### src/rtl/sws_pkg.sv
`default_nettype none
package sws_pkg;

  localparam int POS_W     = 24;
  localparam int MAX_CELLS = 64;
  localparam int CELL_W    = $clog2(MAX_CELLS);
  localparam int CNT_W     = 7;
  localparam int CFG_W     = 16;
  localparam int SQ_W      = 50;
  localparam int NUM_W     = 42;
  localparam int DEN_W     = 26;
  localparam int RES_W     = 25;
  localparam int SQRT_STEPS = 25;
  localparam int DIV_STEPS  = 17;

  typedef struct packed {
    logic                    action;
    logic                    position_valid;
    logic signed [POS_W-1:0] position_x;
    logic signed [POS_W-1:0] position_y;
    logic signed [POS_W-1:0] position_z;
    logic [15:0]             elapsed_ms;
  } in_t;

  typedef struct packed {
    logic [1:0]              task_status;
    logic signed [POS_W-1:0] setpoint_x;
    logic signed [POS_W-1:0] setpoint_y;
    logic signed [POS_W-1:0] setpoint_z;
    logic [5:0]              grid_column;
    logic [5:0]              grid_row;
    logic                    is_hovering;
  } out_t;

  typedef enum logic [1:0] {
    PH_MOVING, PH_HOVERING, PH_FINISHED, PH_FAILED
  } phase_t;

  typedef enum logic [1:0] {
    TS_RUNNING, TS_FINISHED, TS_FAILED
  } status_t;

  typedef enum logic [3:0] {
    S_IDLE, S_EVAL, S_WPT, S_ERR, S_HOVER, S_DIST, S_SQRT, S_SCALE, S_DIV, S_DONE
  } seq_t;

  typedef enum logic [2:0] {
    REG_PITCH, REG_CELLS_X, REG_CELLS_Y, REG_HOVER_TIME,
    REG_RADIUS_XY, REG_TOL_Z, REG_MAX_STEP, REG_MODE
  } reg_idx_t;

  typedef struct packed {
    logic start;
    logic is_div;
  } iter_ctl_t;

endpackage
`default_nettype wire

### src/rtl/sws_mul.sv
`default_nettype none
module sws_mul (
  input  wire logic        clk,
  input  wire logic [23:0] a,
  input  wire logic [23:0] b,
  output logic      [47:0] p_r
);

  always_ff @(posedge clk) begin
    p_r <= a * b;
  end

endmodule
`default_nettype wire

### src/rtl/sws_iter.sv
`default_nettype none
module sws_iter (
  input  wire logic                       clk,
  input  wire logic                       rst_n,
  input  wire sws_pkg::iter_ctl_t         ctl,
  input  wire logic [sws_pkg::SQ_W-1:0]   rad,
  input  wire logic [sws_pkg::NUM_W-1:0]  num,
  input  wire logic [sws_pkg::DEN_W-1:0]  den,
  output logic                            done,
  output logic [sws_pkg::RES_W-1:0]       res
);

  logic        busy_r, busy_nxt;
  logic        div_r, div_nxt;
  logic [4:0]  cnt_r, cnt_nxt;
  logic        done_r, done_nxt;
  logic [28:0] rem_r, rem_nxt;
  logic [24:0] acc_r, acc_nxt;
  logic [49:0] src_r, src_nxt;
  logic [25:0] den_r, den_nxt;
  logic [28:0] cur;
  logic [28:0] trial;
  logic [29:0] diff;
  logic        geq;

  // one shared subtractor: sqrt takes two radicand bits a step, divide one numerator bit
  assign cur   = div_r ? {rem_r[27:0], src_r[49]} : {rem_r[26:0], src_r[49:48]};
  assign trial = div_r ? {3'b0, den_r} : {2'b0, acc_r, 2'b01};
  assign diff  = {1'b0, cur} - {1'b0, trial};
  assign geq   = !diff[29];

  always_comb begin
    busy_nxt = busy_r;
    div_nxt  = div_r;
    cnt_nxt  = cnt_r;
    done_nxt = 1'b0;
    rem_nxt  = rem_r;
    acc_nxt  = acc_r;
    src_nxt  = src_r;
    den_nxt  = den_r;
    if (ctl.start) begin
      busy_nxt = 1'b1;
      div_nxt  = ctl.is_div;
      acc_nxt  = '0;
      den_nxt  = den;
      if (ctl.is_div) begin
        // quotient fits in DIV_STEPS bits, so the top part is already below the divisor
        rem_nxt = {4'b0, num[41:17]};
        src_nxt = {num[16:0], 33'b0};
        cnt_nxt = 5'(sws_pkg::DIV_STEPS);
      end else begin
        rem_nxt = '0;
        src_nxt = rad;
        cnt_nxt = 5'(sws_pkg::SQRT_STEPS);
      end
    end else if (busy_r) begin
      rem_nxt = geq ? diff[28:0] : cur;
      acc_nxt = {acc_r[23:0], geq};
      src_nxt = div_r ? {src_r[48:0], 1'b0} : {src_r[47:0], 2'b00};
      cnt_nxt = cnt_r - 5'd1;
      if (cnt_r == 5'd1) begin
        busy_nxt = 1'b0;
        done_nxt = 1'b1;
      end
    end
  end

  always_ff @(posedge clk) begin
    if (!rst_n) begin
      busy_r <= 1'b0;
      done_r <= 1'b0;
      cnt_r  <= '0;
      div_r  <= 1'b0;
    end else begin
      busy_r <= busy_nxt;
      done_r <= done_nxt;
      cnt_r  <= cnt_nxt;
      div_r  <= div_nxt;
    end
  end

  always_ff @(posedge clk) begin
    rem_r <= rem_nxt;
    acc_r <= acc_nxt;
    src_r <= src_nxt;
    den_r <= den_nxt;
  end

  assign done = done_r;
  assign res  = acc_r;

endmodule
`default_nettype wire

### src/rtl/serpentine_waypoint_sequencer.sv
// channel | direction | handshake             | payload
// in_     | input     | in_valid / in_stall   | sws_pkg::in_t
// out_    | output    | out_valid / out_stall | sws_pkg::out_t
// cfg_    | input     | cfg_valid / cfg_ready | cfg_index, cfg_data
//
// one request at a time; a start or a tick that moves nothing, hovering, arriving,
// snapping and slewing each take their own path to the output register; slewing uses
// squares, a 25-step square root and three 17-step divides through one multiplier
// and one iterative sqrt/divide unit.
// in_stall is high from acceptance until the result is loaded in the output register.
// synchronous active-low reset loads the register defaults and clears the task state.
// a stalled result holds; the next request is taken while it waits.
`default_nettype none
module serpentine_waypoint_sequencer (
  input  wire logic           clk,
  input  wire logic           rst_n,
  input  wire logic           in_valid,
  output logic                in_stall,
  input  wire sws_pkg::in_t   in_data,
  output logic                out_valid,
  input  wire logic           out_stall,
  output sws_pkg::out_t       out_data,
  input  wire logic           cfg_valid,
  output logic                cfg_ready,
  input  wire logic [2:0]     cfg_index,
  input  wire logic [15:0]    cfg_data
);

  function automatic logic [23:0] sat_way(input logic [23:0] o, input logic [21:0] off,
                                          input logic neg);
    logic [25:0] s;
    logic [23:0] r;
    s = neg ? ({{2{o[23]}}, o} - {4'b0, off}) : ({{2{o[23]}}, o} + {4'b0, off});
    if (!s[25] && s[24:23] != 2'b00) r = 24'h7FFFFF;
    else if (s[25] && s[24:23] != 2'b11) r = 24'h800000;
    else r = s[23:0];
    return r;
  endfunction

  function automatic logic [24:0] sdiff(input logic [23:0] a, input logic [23:0] b);
    return {a[23], a} - {b[23], b};
  endfunction

  function automatic logic [23:0] mag(input logic [24:0] d);
    logic [24:0] n;
    n = d[24] ? (25'd0 - d) : d;
    return n[23:0];
  endfunction

  // configuration
  logic [15:0] pitch_r, hov_time_r, rad_r, tol_r, mstep_r;
  logic [6:0]  cx_r, cy_r;
  logic [4:0]  mode_r;

  assign cfg_ready = 1'b1;

  always_ff @(posedge clk) begin
    if (!rst_n) begin
      pitch_r    <= 16'd800;
      cx_r       <= 7'd5;
      cy_r       <= 7'd5;
      hov_time_r <= 16'd800;
      rad_r      <= 16'd120;
      tol_r      <= 16'd150;
      mstep_r    <= 16'd30;
      mode_r     <= 5'd4;
    end else if (cfg_valid && cfg_ready) begin
      case (cfg_index)
        sws_pkg::REG_PITCH:      pitch_r    <= cfg_data;
        sws_pkg::REG_CELLS_X:    cx_r       <= cfg_data[6:0];
        sws_pkg::REG_CELLS_Y:    cy_r       <= cfg_data[6:0];
        sws_pkg::REG_HOVER_TIME: hov_time_r <= cfg_data;
        sws_pkg::REG_RADIUS_XY:  rad_r      <= cfg_data;
        sws_pkg::REG_TOL_Z:      tol_r      <= cfg_data;
        sws_pkg::REG_MAX_STEP:   mstep_r    <= cfg_data;
        sws_pkg::REG_MODE:       mode_r     <= cfg_data[4:0];
        default: ;
      endcase
    end
  end

  // sequencer and task state
  sws_pkg::seq_t    st_r, st_nxt;
  sws_pkg::phase_t  phase_r, phase_nxt;
  sws_pkg::status_t status_r, status_nxt;
  logic [2:0]  k_r, k_nxt;
  logic [1:0]  ax_r, ax_nxt;
  logic [5:0]  line_r, line_nxt, step_r, step_nxt;
  logic [23:0] org_x_r, org_x_nxt, org_y_r, org_y_nxt, alt_r, alt_nxt;
  logic [23:0] cmd_x_r, cmd_x_nxt, cmd_y_r, cmd_y_nxt, cmd_z_r, cmd_z_nxt;
  logic [16:0] hov_r, hov_nxt;
  logic        out_valid_r, out_valid_nxt;
  sws_pkg::out_t out_r, out_nxt;
  sws_pkg::in_t  item_r, item_nxt;
  logic [23:0] wx_r, wx_nxt, wy_r, wy_nxt;
  logic [49:0] acc_r, acc_nxt;
  logic [24:0] dist_r, dist_nxt;

  // shared units
  logic [23:0] mul_a, mul_b;
  logic [47:0] prod;
  sws_pkg::iter_ctl_t it_ctl;
  logic [41:0] it_num;
  logic        it_done;
  logic [24:0] it_res;

  sws_mul u_mul (.clk(clk), .a(mul_a), .b(mul_b), .p_r(prod));

  sws_iter u_iter (
    .clk(clk), .rst_n(rst_n), .ctl(it_ctl), .rad(acc_r), .num(it_num),
    .den({dist_r, 1'b0}), .done(it_done), .res(it_res)
  );

  // grid geometry from the counters
  logic [6:0]  effx, effy, len, cnt, along7;
  logic [5:0]  col, row;
  logic        ok, last_in_line, adv_step_more, adv_line_more;
  logic [24:0] ex, ey, ez, dx, dy, dz, dsel;

  always_comb begin
    effx = (cx_r > 7'(sws_pkg::MAX_CELLS)) ? 7'(sws_pkg::MAX_CELLS) : cx_r;
    effy = (cy_r > 7'(sws_pkg::MAX_CELLS)) ? 7'(sws_pkg::MAX_CELLS) : cy_r;
    len  = mode_r[0] ? effy : effx;
    cnt  = mode_r[0] ? effx : effy;
    ok   = ({1'b0, line_r} < cnt) && ({1'b0, step_r} < len);
    // odd lines run backward
    along7 = line_r[0] ? (len - 7'd1 - {1'b0, step_r}) : {1'b0, step_r};
    col  = mode_r[0] ? line_r : along7[5:0];
    row  = mode_r[0] ? along7[5:0] : line_r;
    last_in_line  = ({1'b0, step_r} + 7'd1) == len;
    adv_step_more = ({1'b0, step_r} + 7'd1) < len;
    adv_line_more = ({1'b0, line_r} + 7'd1) < cnt;
    ex = sdiff(item_r.position_x, wx_r);
    ey = sdiff(item_r.position_y, wy_r);
    ez = sdiff(item_r.position_z, alt_r);
    dx = sdiff(wx_r, cmd_x_r);
    dy = sdiff(wy_r, cmd_y_r);
    dz = sdiff(alt_r, cmd_z_r);
    case (ax_r)
      2'd0:    dsel = dx;
      2'd1:    dsel = dy;
      default: dsel = dz;
    endcase
  end

  assign it_num = {1'b0, prod[39:0], 1'b0} + {17'b0, dist_r};

  always_comb begin
    mul_a = '0;
    mul_b = '0;
    case (st_r)
      sws_pkg::S_WPT: begin
        mul_a = {18'b0, (k_r == 3'd0) ? col : row};
        mul_b = {8'b0, pitch_r};
      end
      sws_pkg::S_ERR: begin
        case (k_r)
          3'd0:    begin mul_a = mag(ex); mul_b = mag(ex); end
          3'd1:    begin mul_a = mag(ey); mul_b = mag(ey); end
          default: begin mul_a = {8'b0, rad_r}; mul_b = {8'b0, rad_r}; end
        endcase
      end
      sws_pkg::S_DIST: begin
        case (k_r)
          3'd0:    begin mul_a = mag(dx); mul_b = mag(dx); end
          3'd1:    begin mul_a = mag(dy); mul_b = mag(dy); end
          3'd2:    begin mul_a = mag(dz); mul_b = mag(dz); end
          default: begin mul_a = {8'b0, mstep_r}; mul_b = {8'b0, mstep_r}; end
        endcase
      end
      sws_pkg::S_SCALE: begin
        mul_a = mag(dsel);
        mul_b = {8'b0, mstep_r};
      end
      default: ;
    endcase
  end

  always_comb begin
    logic        stop;
    logic [17:0] hsum;
    logic [16:0] hsat;
    logic [24:0] qs;
    logic [24:0] nc;
    logic [23:0] csel;

    st_nxt = st_r;  phase_nxt = phase_r;  status_nxt = status_r;
    k_nxt = k_r;  ax_nxt = ax_r;  line_nxt = line_r;  step_nxt = step_r;
    org_x_nxt = org_x_r;  org_y_nxt = org_y_r;  alt_nxt = alt_r;
    cmd_x_nxt = cmd_x_r;  cmd_y_nxt = cmd_y_r;  cmd_z_nxt = cmd_z_r;
    hov_nxt = hov_r;  item_nxt = item_r;  wx_nxt = wx_r;  wy_nxt = wy_r;
    acc_nxt = acc_r;  dist_nxt = dist_r;
    out_nxt = out_r;
    out_valid_nxt = out_valid_r && out_stall;
    it_ctl = '0;
    stop = !mode_r[1] || last_in_line;
    hsum = {1'b0, hov_r} + {2'b0, item_r.elapsed_ms};
    hsat = hsum[17] ? 17'h1FFFF : hsum[16:0];
    qs   = dsel[24] ? (25'd0 - {8'b0, it_res[16:0]}) : {8'b0, it_res[16:0]};
    case (ax_r)
      2'd0:    csel = cmd_x_r;
      2'd1:    csel = cmd_y_r;
      default: csel = cmd_z_r;
    endcase
    nc = {csel[23], csel} + qs;

    case (st_r)
      sws_pkg::S_IDLE: begin
        if (in_valid) begin
          item_nxt = in_data;
          st_nxt   = sws_pkg::S_EVAL;
        end
      end
      sws_pkg::S_EVAL: begin
        st_nxt = sws_pkg::S_DONE;
        status_nxt = sws_pkg::TS_RUNNING;
        if (!item_r.action) begin
          line_nxt = '0;  step_nxt = '0;  hov_nxt = '0;
          phase_nxt = sws_pkg::PH_MOVING;
          if (!item_r.position_valid || cx_r == 7'd0 || cy_r == 7'd0 || pitch_r == 16'd0)
          begin
            phase_nxt  = sws_pkg::PH_FAILED;
            status_nxt = sws_pkg::TS_FAILED;
          end else begin
            org_x_nxt = item_r.position_x;  cmd_x_nxt = item_r.position_x;
            org_y_nxt = item_r.position_y;  cmd_y_nxt = item_r.position_y;
            alt_nxt   = item_r.position_z;  cmd_z_nxt = item_r.position_z;
            // unless mode bit 2 is set, the start cell is skipped: step once from the origin cell
            if (!mode_r[2]) begin
              if (len > 7'd1) step_nxt = 6'd1;
              else if (cnt > 7'd1) line_nxt = 6'd1;
              else begin
                phase_nxt  = sws_pkg::PH_FINISHED;
                status_nxt = sws_pkg::TS_FINISHED;
              end
            end
          end
        end else if (phase_r == sws_pkg::PH_FAILED) begin
          status_nxt = sws_pkg::TS_FAILED;
        end else if (phase_r == sws_pkg::PH_FINISHED) begin
          status_nxt = sws_pkg::TS_FINISHED;
        end else if (!ok) begin
          phase_nxt  = sws_pkg::PH_FINISHED;
          status_nxt = sws_pkg::TS_FINISHED;
        end else if (item_r.position_valid) begin
          st_nxt = sws_pkg::S_WPT;
          k_nxt  = '0;
        end
      end
      sws_pkg::S_WPT: begin
        k_nxt = k_r + 3'd1;
        if (k_r == 3'd1) wx_nxt = sat_way(org_x_r, prod[21:0], mode_r[3]);
        if (k_r == 3'd2) begin
          wy_nxt = sat_way(org_y_r, prod[21:0], mode_r[4]);
          k_nxt  = '0;
          st_nxt = (phase_r == sws_pkg::PH_HOVERING) ? sws_pkg::S_HOVER : sws_pkg::S_ERR;
        end
      end
      sws_pkg::S_ERR: begin
        k_nxt = k_r + 3'd1;
        if (k_r == 3'd1) acc_nxt = {2'b0, prod};
        if (k_r == 3'd2) acc_nxt = acc_r + {2'b0, prod};
        if (k_r == 3'd3) begin
          k_nxt = '0;
          if (acc_r < {2'b0, prod} && mag(ez) < {8'b0, tol_r}) begin
            // arrived: the command jumps to the waypoint and no slew is computed
            cmd_x_nxt = wx_r;  cmd_y_nxt = wy_r;  cmd_z_nxt = alt_r;
            st_nxt = sws_pkg::S_DONE;
            if (stop && hov_time_r > 16'd1) begin
              hov_nxt   = '0;
              phase_nxt = sws_pkg::PH_HOVERING;
            end else begin
              hov_nxt = '0;
              if (adv_step_more) step_nxt = step_r + 6'd1;
              else if (adv_line_more) begin
                line_nxt = line_r + 6'd1;
                step_nxt = '0;
              end else phase_nxt = sws_pkg::PH_FINISHED;
            end
          end else begin
            st_nxt = sws_pkg::S_DIST;
          end
        end
      end
      sws_pkg::S_HOVER: begin
        cmd_x_nxt = wx_r;  cmd_y_nxt = wy_r;  cmd_z_nxt = alt_r;
        st_nxt = sws_pkg::S_DONE;
        if (hsat >= {1'b0, hov_time_r}) begin
          hov_nxt   = '0;
          phase_nxt = sws_pkg::PH_MOVING;
          if (adv_step_more) step_nxt = step_r + 6'd1;
          else if (adv_line_more) begin
            line_nxt = line_r + 6'd1;
            step_nxt = '0;
          end else phase_nxt = sws_pkg::PH_FINISHED;
        end else begin
          hov_nxt = hsat;
        end
      end
      sws_pkg::S_DIST: begin
        k_nxt = k_r + 3'd1;
        if (k_r == 3'd1) acc_nxt = {2'b0, prod};
        if (k_r == 3'd2 || k_r == 3'd3) acc_nxt = acc_r + {2'b0, prod};
        if (k_r == 3'd4) begin
          k_nxt = '0;
          if (acc_r == '0 || mstep_r == 16'd0 || acc_r <= {2'b0, prod}) begin
            cmd_x_nxt = wx_r;  cmd_y_nxt = wy_r;  cmd_z_nxt = alt_r;
            st_nxt = sws_pkg::S_DONE;
          end else begin
            it_ctl.start = 1'b1;
            st_nxt = sws_pkg::S_SQRT;
          end
        end
      end
      sws_pkg::S_SQRT: begin
        if (it_done) begin
          dist_nxt = it_res;
          ax_nxt   = '0;
          k_nxt    = '0;
          st_nxt   = sws_pkg::S_SCALE;
        end
      end
      sws_pkg::S_SCALE: begin
        k_nxt = k_r + 3'd1;
        if (k_r == 3'd1) begin
          // round to nearest: (2*|d|*step + dist) / (2*dist)
          it_ctl.start  = 1'b1;
          it_ctl.is_div = 1'b1;
          k_nxt  = '0;
          st_nxt = sws_pkg::S_DIV;
        end
      end
      sws_pkg::S_DIV: begin
        if (it_done) begin
          case (ax_r)
            2'd0:    cmd_x_nxt = nc[23:0];
            2'd1:    cmd_y_nxt = nc[23:0];
            default: cmd_z_nxt = nc[23:0];
          endcase
          if (ax_r == 2'd2) st_nxt = sws_pkg::S_DONE;
          else begin
            ax_nxt = ax_r + 2'd1;
            st_nxt = sws_pkg::S_SCALE;
          end
        end
      end
      sws_pkg::S_DONE: begin
        if (!out_valid_r || !out_stall) begin
          out_valid_nxt        = 1'b1;
          out_nxt.task_status  = status_r;
          out_nxt.setpoint_x   = cmd_x_r;
          out_nxt.setpoint_y   = cmd_y_r;
          out_nxt.setpoint_z   = cmd_z_r;
          out_nxt.is_hovering  = phase_r == sws_pkg::PH_HOVERING;
          if ((phase_r == sws_pkg::PH_MOVING || phase_r == sws_pkg::PH_HOVERING) && ok) begin
            out_nxt.grid_column = col;
            out_nxt.grid_row    = row;
          end else begin
            out_nxt.grid_column = '0;
            out_nxt.grid_row    = '0;
          end
          st_nxt = sws_pkg::S_IDLE;
        end
      end
      default: st_nxt = sws_pkg::S_IDLE;
    endcase
  end

  always_ff @(posedge clk) begin
    if (!rst_n) begin
      st_r        <= sws_pkg::S_IDLE;
      phase_r     <= sws_pkg::PH_MOVING;
      status_r    <= sws_pkg::TS_RUNNING;
      k_r         <= '0;
      ax_r        <= '0;
      line_r      <= '0;
      step_r      <= '0;
      org_x_r     <= '0;
      org_y_r     <= '0;
      alt_r       <= '0;
      cmd_x_r     <= '0;
      cmd_y_r     <= '0;
      cmd_z_r     <= '0;
      hov_r       <= '0;
      out_valid_r <= 1'b0;
    end else begin
      st_r        <= st_nxt;
      phase_r     <= phase_nxt;
      status_r    <= status_nxt;
      k_r         <= k_nxt;
      ax_r        <= ax_nxt;
      line_r      <= line_nxt;
      step_r      <= step_nxt;
      org_x_r     <= org_x_nxt;
      org_y_r     <= org_y_nxt;
      alt_r       <= alt_nxt;
      cmd_x_r     <= cmd_x_nxt;
      cmd_y_r     <= cmd_y_nxt;
      cmd_z_r     <= cmd_z_nxt;
      hov_r       <= hov_nxt;
      out_valid_r <= out_valid_nxt;
    end
  end

  always_ff @(posedge clk) begin
    item_r <= item_nxt;
    wx_r   <= wx_nxt;
    wy_r   <= wy_nxt;
    acc_r  <= acc_nxt;
    dist_r <= dist_nxt;
    out_r  <= out_nxt;
  end

  assign in_stall  = st_r != sws_pkg::S_IDLE;
  assign out_valid = out_valid_r;
  assign out_data  = out_r;

`ifndef SYNTHESIS
  a_accept_eval: assert property (@(posedge clk) disable iff (!rst_n)
    in_valid && !in_stall |=> st_r == sws_pkg::S_EVAL)
    else $error("accepted request did not start evaluation");

  a_load_from_done: assert property (@(posedge clk) disable iff (!rst_n)
    $rose(out_valid) |-> $past(st_r) == sws_pkg::S_DONE)
    else $error("result loaded outside the done step");

  a_iter_owner: assert property (@(posedge clk) disable iff (!rst_n)
    it_done |-> st_r == sws_pkg::S_SQRT || st_r == sws_pkg::S_DIV)
    else $error("iterative unit finished with no step waiting on it");

  a_counters_on_grid: assert property (@(posedge clk) disable iff (!rst_n)
    st_r == sws_pkg::S_WPT |-> ok)
    else $error("waypoint computed for counters outside the grid");
`endif

endmodule
`default_nettype wire
### config.mk
export PLATFORM = sky130hd
export DESIGN_NAME = serpentine_waypoint_sequencer
export DESIGN_NICKNAME = d
export VERILOG_FILES = /design/src/rtl/sws_pkg.sv /design/src/rtl/sws_mul.sv /design/src/rtl/sws_iter.sv /design/src/rtl/serpentine_waypoint_sequencer.sv
export SDC_FILE = /design/constraint.sdc
export NUM_CORES = 2
export LEC_CHECK = 0
export ABC_AREA = 1
export ABC_CLOCK_PERIOD_IN_PS = 10710
export CORE_ASPECT_RATIO = 1.5
export CORE_MARGIN = 3
export CORE_UTILIZATION = 50
export DETAILED_ROUTE_END_ITERATION = 10
export DONT_BUFFER_PORTS = 1
export GPL_TIMING_DRIVEN = 0
export PLACE_DENSITY = 0.69
export SLEW_MARGIN = 10
export SYNTH_ARGS = -nofsm -noshare
export SYNTH_HDL_FRONTEND = slang
export SYNTH_SLANG_ARGS = --single-unit
export TNS_END_PERCENT = 100
### constraint.sdc
create_clock -name clk -period 10.71 [get_ports clk]
set_input_delay 0.5355 -clock clk [delete_from_list [all_inputs] [get_ports clk]]
set_output_delay 0.5355 -clock clk [all_outputs]
set_load 0.02 [all_outputs]
# After elaboration in Yosys (flattened, before gate mapping)
# Index checks and enable logic that the tools add are counted.
totals:
  reg_bits: 770
  inputBits: 114
  out_inout_bits: 90
  elab_cells: 393
classes:
  n_addsub: 32
  mul: 1
  magnitude_cmp: 13
  eq_ne: 57
  n_mux: 168
  bitwise: 4
  n_reduce_logical: 69
op_table:
  columns: ["cell", "n"]
  rows:
  - ["$mux 24", 34]
  - ["$pmux 24 s5", 3]
  - ["$mux 50", 7]
  - ["$pmux 24 s4", 2]
  - ["$sub 1x24->24 const A", 7]
  - ["$sub 24x24->25", 6]
  - ["$mux 6", 18]
  - ["$pmux 50 s2", 1]
  - ["$pmux 24 s2", 2]
  - ["$mux 17", 5]
  - ["$mux 28", 3]
  - ["$pmux 24 s3", 1]
  - ["$mux 4", 17]
  - ["$mux 26", 2]
  - ["$pmux 17 s3", 1]
  - ["$add 24x23->25", 2]
  - ["$add 50x48->50", 1]
  - ["$le 50x48->1", 1]
  - ["$logic_not 50->1", 1]
  - ["$lt 50x48->1", 1]
  - ["$pmux 25 s2", 1]
  - ["$sub 24x23->25", 2]
  - ["$mul 24x24->48", 1]
  - ["$mux 2", 23]
  - ["other kinds (69)", 202]

# Logic depth before layout (Yosys ltp)
logic_depth:
  ltp_word: 10
  depth_mapped: 57
  mapped_depth_nobuf: 56

# Modules after synthesis
# A second synthesis with hierarchy kept.
unflattened:
  cells_unflattened: 11775
  hier_area_um2: 81662.1
modules_own_cells:
  columns: ["mod", "instances", "cells_each", "area_each_um2", "seq_area_each_um2"]
  rows:
  - ["serpentine_waypoint_sequencer", 1, 7657, 51384.3, 14734.1]
  - ["sws_mul", 1, 2899, 21404.3, 960.9]
  - ["sws_iter", 1, 1219, 8873.5, 3783.6]

# Least setup slack after synthesis
# OpenSTA, ideal clock, no wires.
synth_path:
  path_kind: "reg2reg"
  start: "reg alt_r[0]"
  end: "reg u_mul.p_r[47]"
  setup_ns: 0.072
  arrival_ns: 8.839
  t_required_ns: 10.638
  path_slack_ns: 1.800
  stages_incl_launch_ff: 52
  path_buffers: 3
  synth_period_minus_slack_ns: 8.910
  cell_sequence: "dfxtp_1 inv_1 ha_1 fa_1 o21ai_2 nand2_1 nand2_1 nand2_1 nand2_1 nand2_1 nand2_1 nand2_1 nand3_1 nand2_1 nand2_1 nand2_1 nand2_2 inv_2 [16 not listed] inv_1 ha_1 nand2_1 inv_1 nand2_1 nand2_1 a21oi_1 o21ai_0 a21oi_1 inv_1 a21oi_1 o21ai_0 a21boi_0 o21ai_0 nand3_1 nand2_1 a21oi_1 xor2_1"
synth_between:
  elab_chain_cells: 6
  word_cells_on_any_way: 10
  cone_classes: "3 x add/sub; 1 x mul; 6 x mux"
synth_lines:
  columns: ["item", "line", "source"]
  rows:
  - ["start, declared", "serpentine_waypoint_sequencer.sv:89", "logic [23:0] org_x_r, org_x_nxt, org_y_r, org_y_nxt, alt_r, alt_nxt;"]
  - ["start signal, assigned", "serpentine_waypoint_sequencer.sv:396", "alt_r <= alt_nxt;"]
  - ["$sub 24x24->25 (*)", "serpentine_waypoint_sequencer.sv:41", "return {a[23], a} - {b[23], b};"]
  - ["$sub 1x24->24 or $pmux 25 s2 (tied branches)", "serpentine_waypoint_sequencer.sv:46, serpentine_waypoint_sequencer.sv:139", null]
  - ["$mux 24 or $sub 1x24->24 (tied branches)", "serpentine_waypoint_sequencer.sv:46", "n = d[24] ? (25'd0 - d) : d;"]
  - ["$pmux 24 s3 or $mux 24 (tied branches)", "serpentine_waypoint_sequencer.sv:164, serpentine_waypoint_sequencer.sv:46", null]
  - ["$pmux 24 s4", "serpentine_waypoint_sequencer.sv:151", "case (st_r)"]
  - ["$mul 24x24->48 (*)", "sws_mul.sv:10", "p_r <= a * b;"]
  - ["end signal, assigned", "sws_mul.sv:10", null]
  - ["end, declared", "sws_mul.sv:6", "output logic [47:0] p_r"]
# Mark *: on every way between the ends. The rest lies on a longest branch, timed or not.
# A chain may end at the register's enable or synchronous reset.

# Worst setup path after layout
layout_path:
  start: "reg k_r[1]"
  end: "reg u_mul.p_r[38]"
layout_between:
  elab_chain_cells: 4
  word_cells_on_any_way: 9
  cone_classes: "1 x mul; 2 x eq/ne; 5 x mux; 1 x reduce/logical"
layout_lines:
  columns: ["item", "line", "source"]
  rows:
  - ["start, declared", "serpentine_waypoint_sequencer.sv:86", "logic [2:0] k_r, k_nxt;"]
  - ["start signal, assigned", "serpentine_waypoint_sequencer.sv:390", "k_r <= k_nxt;"]
  - ["$eq 3x2->1, or another cell as far along", "serpentine_waypoint_sequencer.sv:164", "case (k_r)"]
  - ["$pmux 24 s3, or another cell as far along", "serpentine_waypoint_sequencer.sv:164", null]
  - ["$pmux 24 s4", "serpentine_waypoint_sequencer.sv:151", null]
  - ["$mul 24x24->48 (*)", "sws_mul.sv:10", null]
# Marks and branches as above.

==> out/metrics.json <==
{
  "status": {
    "result_of_the_run": "finished clean"
  },
  "synthesis": {
    "yosysUniqueCellTypes": 70,
    "mappedNetlistArea_sq_mm": 0.0795,
    "count_of_flip_flops_with_a_built_in_enable_after_synthesis": 403,
    "synth_fp_nets": 12385,
    "synth-main-ff-cell": "sky130_fd_sc_hd__edfxtp_1",
    "synthesis.instances": 11142,
    "synthDominantCellAreaShare": 0.152,
    "yosys.area.top_type": "sky130_fd_sc_hd__edfxtp_1",
    "synth-seq-area-share": 0.245,
    "synthArstFlopShare": 0,
    "seq_cells_post_synth": 770,
    "synth.yosys.warnings": 0,
    "synth.area.top_cells": "sky130_fd_sc_hd__edfxtp_1 15%, sky130_fd_sc_hd__fa_1 12%, sky130_fd_sc_hd__nand2_1 12%, sky130_fd_sc_hd__ha_1 10%, sky130_fd_sc_hd__dfxtp_1 9.2%",
    "avg_inst_size_synth_sq_um": 7.14
  },
  "floorplanning": {
    "die_height_microns": 494,
    "core-area_sq_mm": 0.157,
    "ports_placed_on_the_boundary": 204,
    "die-width_microns": 332,
    "die_area_sq_mm": 0.164,
    "rows": 178,
    "initial_core_util": 0.505
  },
  "timing": {
    "worst_slack_ps": 297,
    "hold_slack_ps": 22.2,
    "finalSetupTns_ps": 0,
    "fin_worst_skew_ps": 68.8,
    "hold_viol_final": 0,
    "slew_viol_final": 0,
    "timing.slew.headroom": 0.112,
    "tightest_pin_transition_ps": 1320,
    "finalWorstPathRequiredPeriod_ps": 10410,
    "clock.fmax_mhz": 96.0,
    "min_period_over_period": 0.972,
    "setup_viol": 0
  },
  "placement": {
    "gp_routability_congestion": 1.11,
    "placed_cell_area_sq_mm": 0.0824,
    "numPortBuffers": 0,
    "place_worst_setup_slack_ps": -993,
    "hpwl_mm": 290
  },
  "detailed_routing": {
    "drc_errors": 0,
    "detailedRoute.firstIterationViolations": 8505,
    "dr_total_vias": 81084,
    "routedWlPerCell_microns": 26.1,
    "first_pass_iters": 8,
    "number_of_routed_nets_with_antenna_violations": 0,
    "avgViaCountPerCell": 5.98,
    "routed_wirelength_mm": 354
  },
  "finish": {
    "nets": 12653,
    "syn2layout_area_growth_pct": 10.5,
    "share_of_post_route_cells_with_drive_strength_above_1": 0.0523,
    "final_design_area_no_fill_sq_mm": 0.0879
  },
  "worst_setup_path": {
    "timing_worst_setup_path_type": "reg2reg",
    "startpoint_type": "flop",
    "crit_path_frequent_cell": "sky130_fd_sc_hd__fa_1",
    "crit_slowest_cell": "sky130_fd_sc_hd__clkinv_1",
    "max_stage_delay_ps": 600,
    "r2r_slack_ps": 300,
    "end_kind": "flop",
    "critPathMaxFanout": 10,
    "worst-endpoint-required_ps": 11300,
    "worst_ep_arrival_time_ps": 11010
  },
  "worst_hold_path": {
    "min_path_type": "in2reg"
  },
  "grt": {
    "vias_in_the_first_global_route": 78599,
    "grt_first_pass_wirelength_mm": 507,
    "pin_count_of_the_biggest_net_entering_global_routing": 51,
    "grt_overflow": 0,
    "antenna_found_initial": 15,
    "track_usage": 0.419
  },
  "pwr": {
    "power.ir.vdd_worst_v": 0.000235,
    "design_power_total_mw": 21.1,
    "power.static_leakage_nw": 41.9,
    "power_per_cell_area_mw_per_mm2": 240
  },
  "clock_tree": {
    "numClockSinks": 770,
    "cts_tree": "yes",
    "clock_tree.root_cell": "sky130_fd_sc_hd__clkbuf_16",
    "cts_buffer_count": 83,
    "clockBufferDepth": 3,
    "htree_levels": 3,
    "clkSlewWorstSetupHoldPaths_ps": 70,
    "clk-insertion-delay-late_ps": 770
  },
  "flow_run": {
    "max_cap_viol_count": 0
  }
}
placed cells by master (no fill, tap or decap), types with 20 or more instances in the layout:
cell type                       count
sky130_fd_sc_hd__a211oi_1          36
sky130_fd_sc_hd__a21o_1            27
sky130_fd_sc_hd__a21oi_1          783
sky130_fd_sc_hd__a221oi_1          37
sky130_fd_sc_hd__a31oi_1           41
sky130_fd_sc_hd__and3_1            39
sky130_fd_sc_hd__buf_2             51
sky130_fd_sc_hd__buf_4             80
sky130_fd_sc_hd__clkbuf_1         220
sky130_fd_sc_hd__clkbuf_16         89
sky130_fd_sc_hd__clkbuf_2          22
sky130_fd_sc_hd__clkbuf_4          35
sky130_fd_sc_hd__dfxtp_1          367
sky130_fd_sc_hd__dlygate4sd3_1    107
sky130_fd_sc_hd__edfxtp_1         403
sky130_fd_sc_hd__fa_1             494
sky130_fd_sc_hd__ha_1             624
sky130_fd_sc_hd__inv_1           1812
sky130_fd_sc_hd__inv_2             20
sky130_fd_sc_hd__nand2_1         2586
sky130_fd_sc_hd__nand2_2           27
sky130_fd_sc_hd__nand3_1          651
sky130_fd_sc_hd__nand3b_1          40
sky130_fd_sc_hd__nand4_1          138
sky130_fd_sc_hd__nor2_1          1005
sky130_fd_sc_hd__nor2_2            32
sky130_fd_sc_hd__nor2_4            20
sky130_fd_sc_hd__nor3_1            98
sky130_fd_sc_hd__nor4_1            40
sky130_fd_sc_hd__o211ai_1          90
sky130_fd_sc_hd__o21a_1            20
sky130_fd_sc_hd__o21ai_0          627
sky130_fd_sc_hd__o21ai_1           35
sky130_fd_sc_hd__o21bai_1          42
sky130_fd_sc_hd__o221ai_1          74
sky130_fd_sc_hd__o22ai_1           32
sky130_fd_sc_hd__o32ai_1           31
sky130_fd_sc_hd__or2_2             31
sky130_fd_sc_hd__xnor2_1           84
sky130_fd_sc_hd__xor2_1           194
cell families (layout without fill, tap and decap cells):
family,Yosys count,count (layout),share of synthesized area
flops,770,770,0.245
fa+ha+maj,1129,1129,0.225
simple gates,4764,4764,0.249
buf+inv,2202,2541,0.106
mux,2,2,0.000252
other cells,1,8,0.0000472
xor+xnor,292,292,0.0326
compound gates,1982,1982,0.143
registers in the layout (all words and copies together) (netlist names), 25 cells and up:
register      flops
out_data         87
u_iter.res       25
acc_r            50
item_r           90
u_iter.rem_r     28
u_mul.p_r        48
dist_r           25
u_iter.den_r     25
u_iter.src_r     50
per-stage QoR:
| stage | util | std cells |
|---|---|---|
| finish | 0.558 | 13558 |
| CTS | 0.552 | 13509 |
| global placement | 0.521 | 13212 |
| global route | 0.558 | 13554 |
| floorplan | - | 11142 |
| detailed placement | 0.523 | 13226 |
area by class of cell:
type / count / area, sq um
antenna: 7 / 17.5
buffer: 360 / 1700
clock buffer: 110 / 2430
clock inverter: 46 / 509
fill: 15318 / 69600
inverter: 1841 / 6920
multi-input combinational: 8170 / 52400
sequential: 770 / 19400
tap: 2070 / 2590
timing repair buffer: 184 / 1840
worst max-delay path: cells and delay by family, from the launching register on:
| kind | cells | cell delay [ps] |
|---|---|---|
| adder cells (fa/ha/maj) | 9 | 4390 |
| XOR/XNOR | 1 | 170 |
| flip-flops | 1 | 420 |
| buffers and inverters | 8 | 2370 |
| AO/OA/AOI/OAI | 8 | 1060 |
| AND/OR/NAND/NOR | 7 | 1830 |
cell usage after synthesis, types with 103 or more instances:
cell	count
sky130_fd_sc_hd__a21oi_1	801
sky130_fd_sc_hd__clkbuf_1	237
sky130_fd_sc_hd__dfxtp_1	367
sky130_fd_sc_hd__edfxtp_1	403
sky130_fd_sc_hd__fa_1	496
sky130_fd_sc_hd__ha_1	633
sky130_fd_sc_hd__inv_1	1818
sky130_fd_sc_hd__nand2_1	2605
sky130_fd_sc_hd__nand3_1	663
sky130_fd_sc_hd__nand4_1	138
sky130_fd_sc_hd__nor2_1	1041
sky130_fd_sc_hd__nor3_1	103
sky130_fd_sc_hd__o21ai_0	653
sky130_fd_sc_hd__xor2_1	201
worst paths after layout:
| kind | startpoint | endpoint | cells after the start |
|---|---|---|---|
| worst max-delay path | k_r[1]$_SDFFE_PN0P_ | u_mul.p_r[38]$_DFF_P_ | 33 |
| worst min-delay path | cfg_data[14] | mstep_r[14]$_SDFFE_PN0P_ | 2 |
| worst max register to register | k_r[1]$_SDFFE_PN0P_ | u_mul.p_r[38]$_DFF_P_ | 33 |
| worst min register to register | cmd_y_r[22]$_SDFFE_PN0P_ | out_data[59]$_DFFE_PP_ | 0 |
timing repair:
item / 4_1_cts / 5_1_grt
setup buffers: 20 / 43
hold buffers: 107 / 0
endpoints found under the setup margin: 25 / 25
pin swaps: 7 / 27
endpoints found under the hold margin: 138 / 0
gates resized for setup: 85 / 200
where the power goes:
group	switching [mW]	internal (mW)	total [mW]	leakage, nW
Combinational	9.51	3.95	13.5	33.7
Sequential	0.571	3.92	4.49	6.77
Clock	1.39	1.75	3.14	1.44
layer usage:
| metal | vias up | wire (microns) | share of wire | GRT usage |
|---|---|---|---|---|
| li1 | 36874 | - | - | - |
| met1 | 38384 | 126000 | 0.36 | 0.478 |
| met2 | 4497 | 159000 | 0.45 | 0.678 |
| met3 | 1323 | 32100 | 0.091 | 0.0797 |
| met4 | 6 | 37200 | 0.11 | 0.360 |
| met5 | - | 39 | 0.00011 | 0 |
Power figures use the tool's default switching activity.
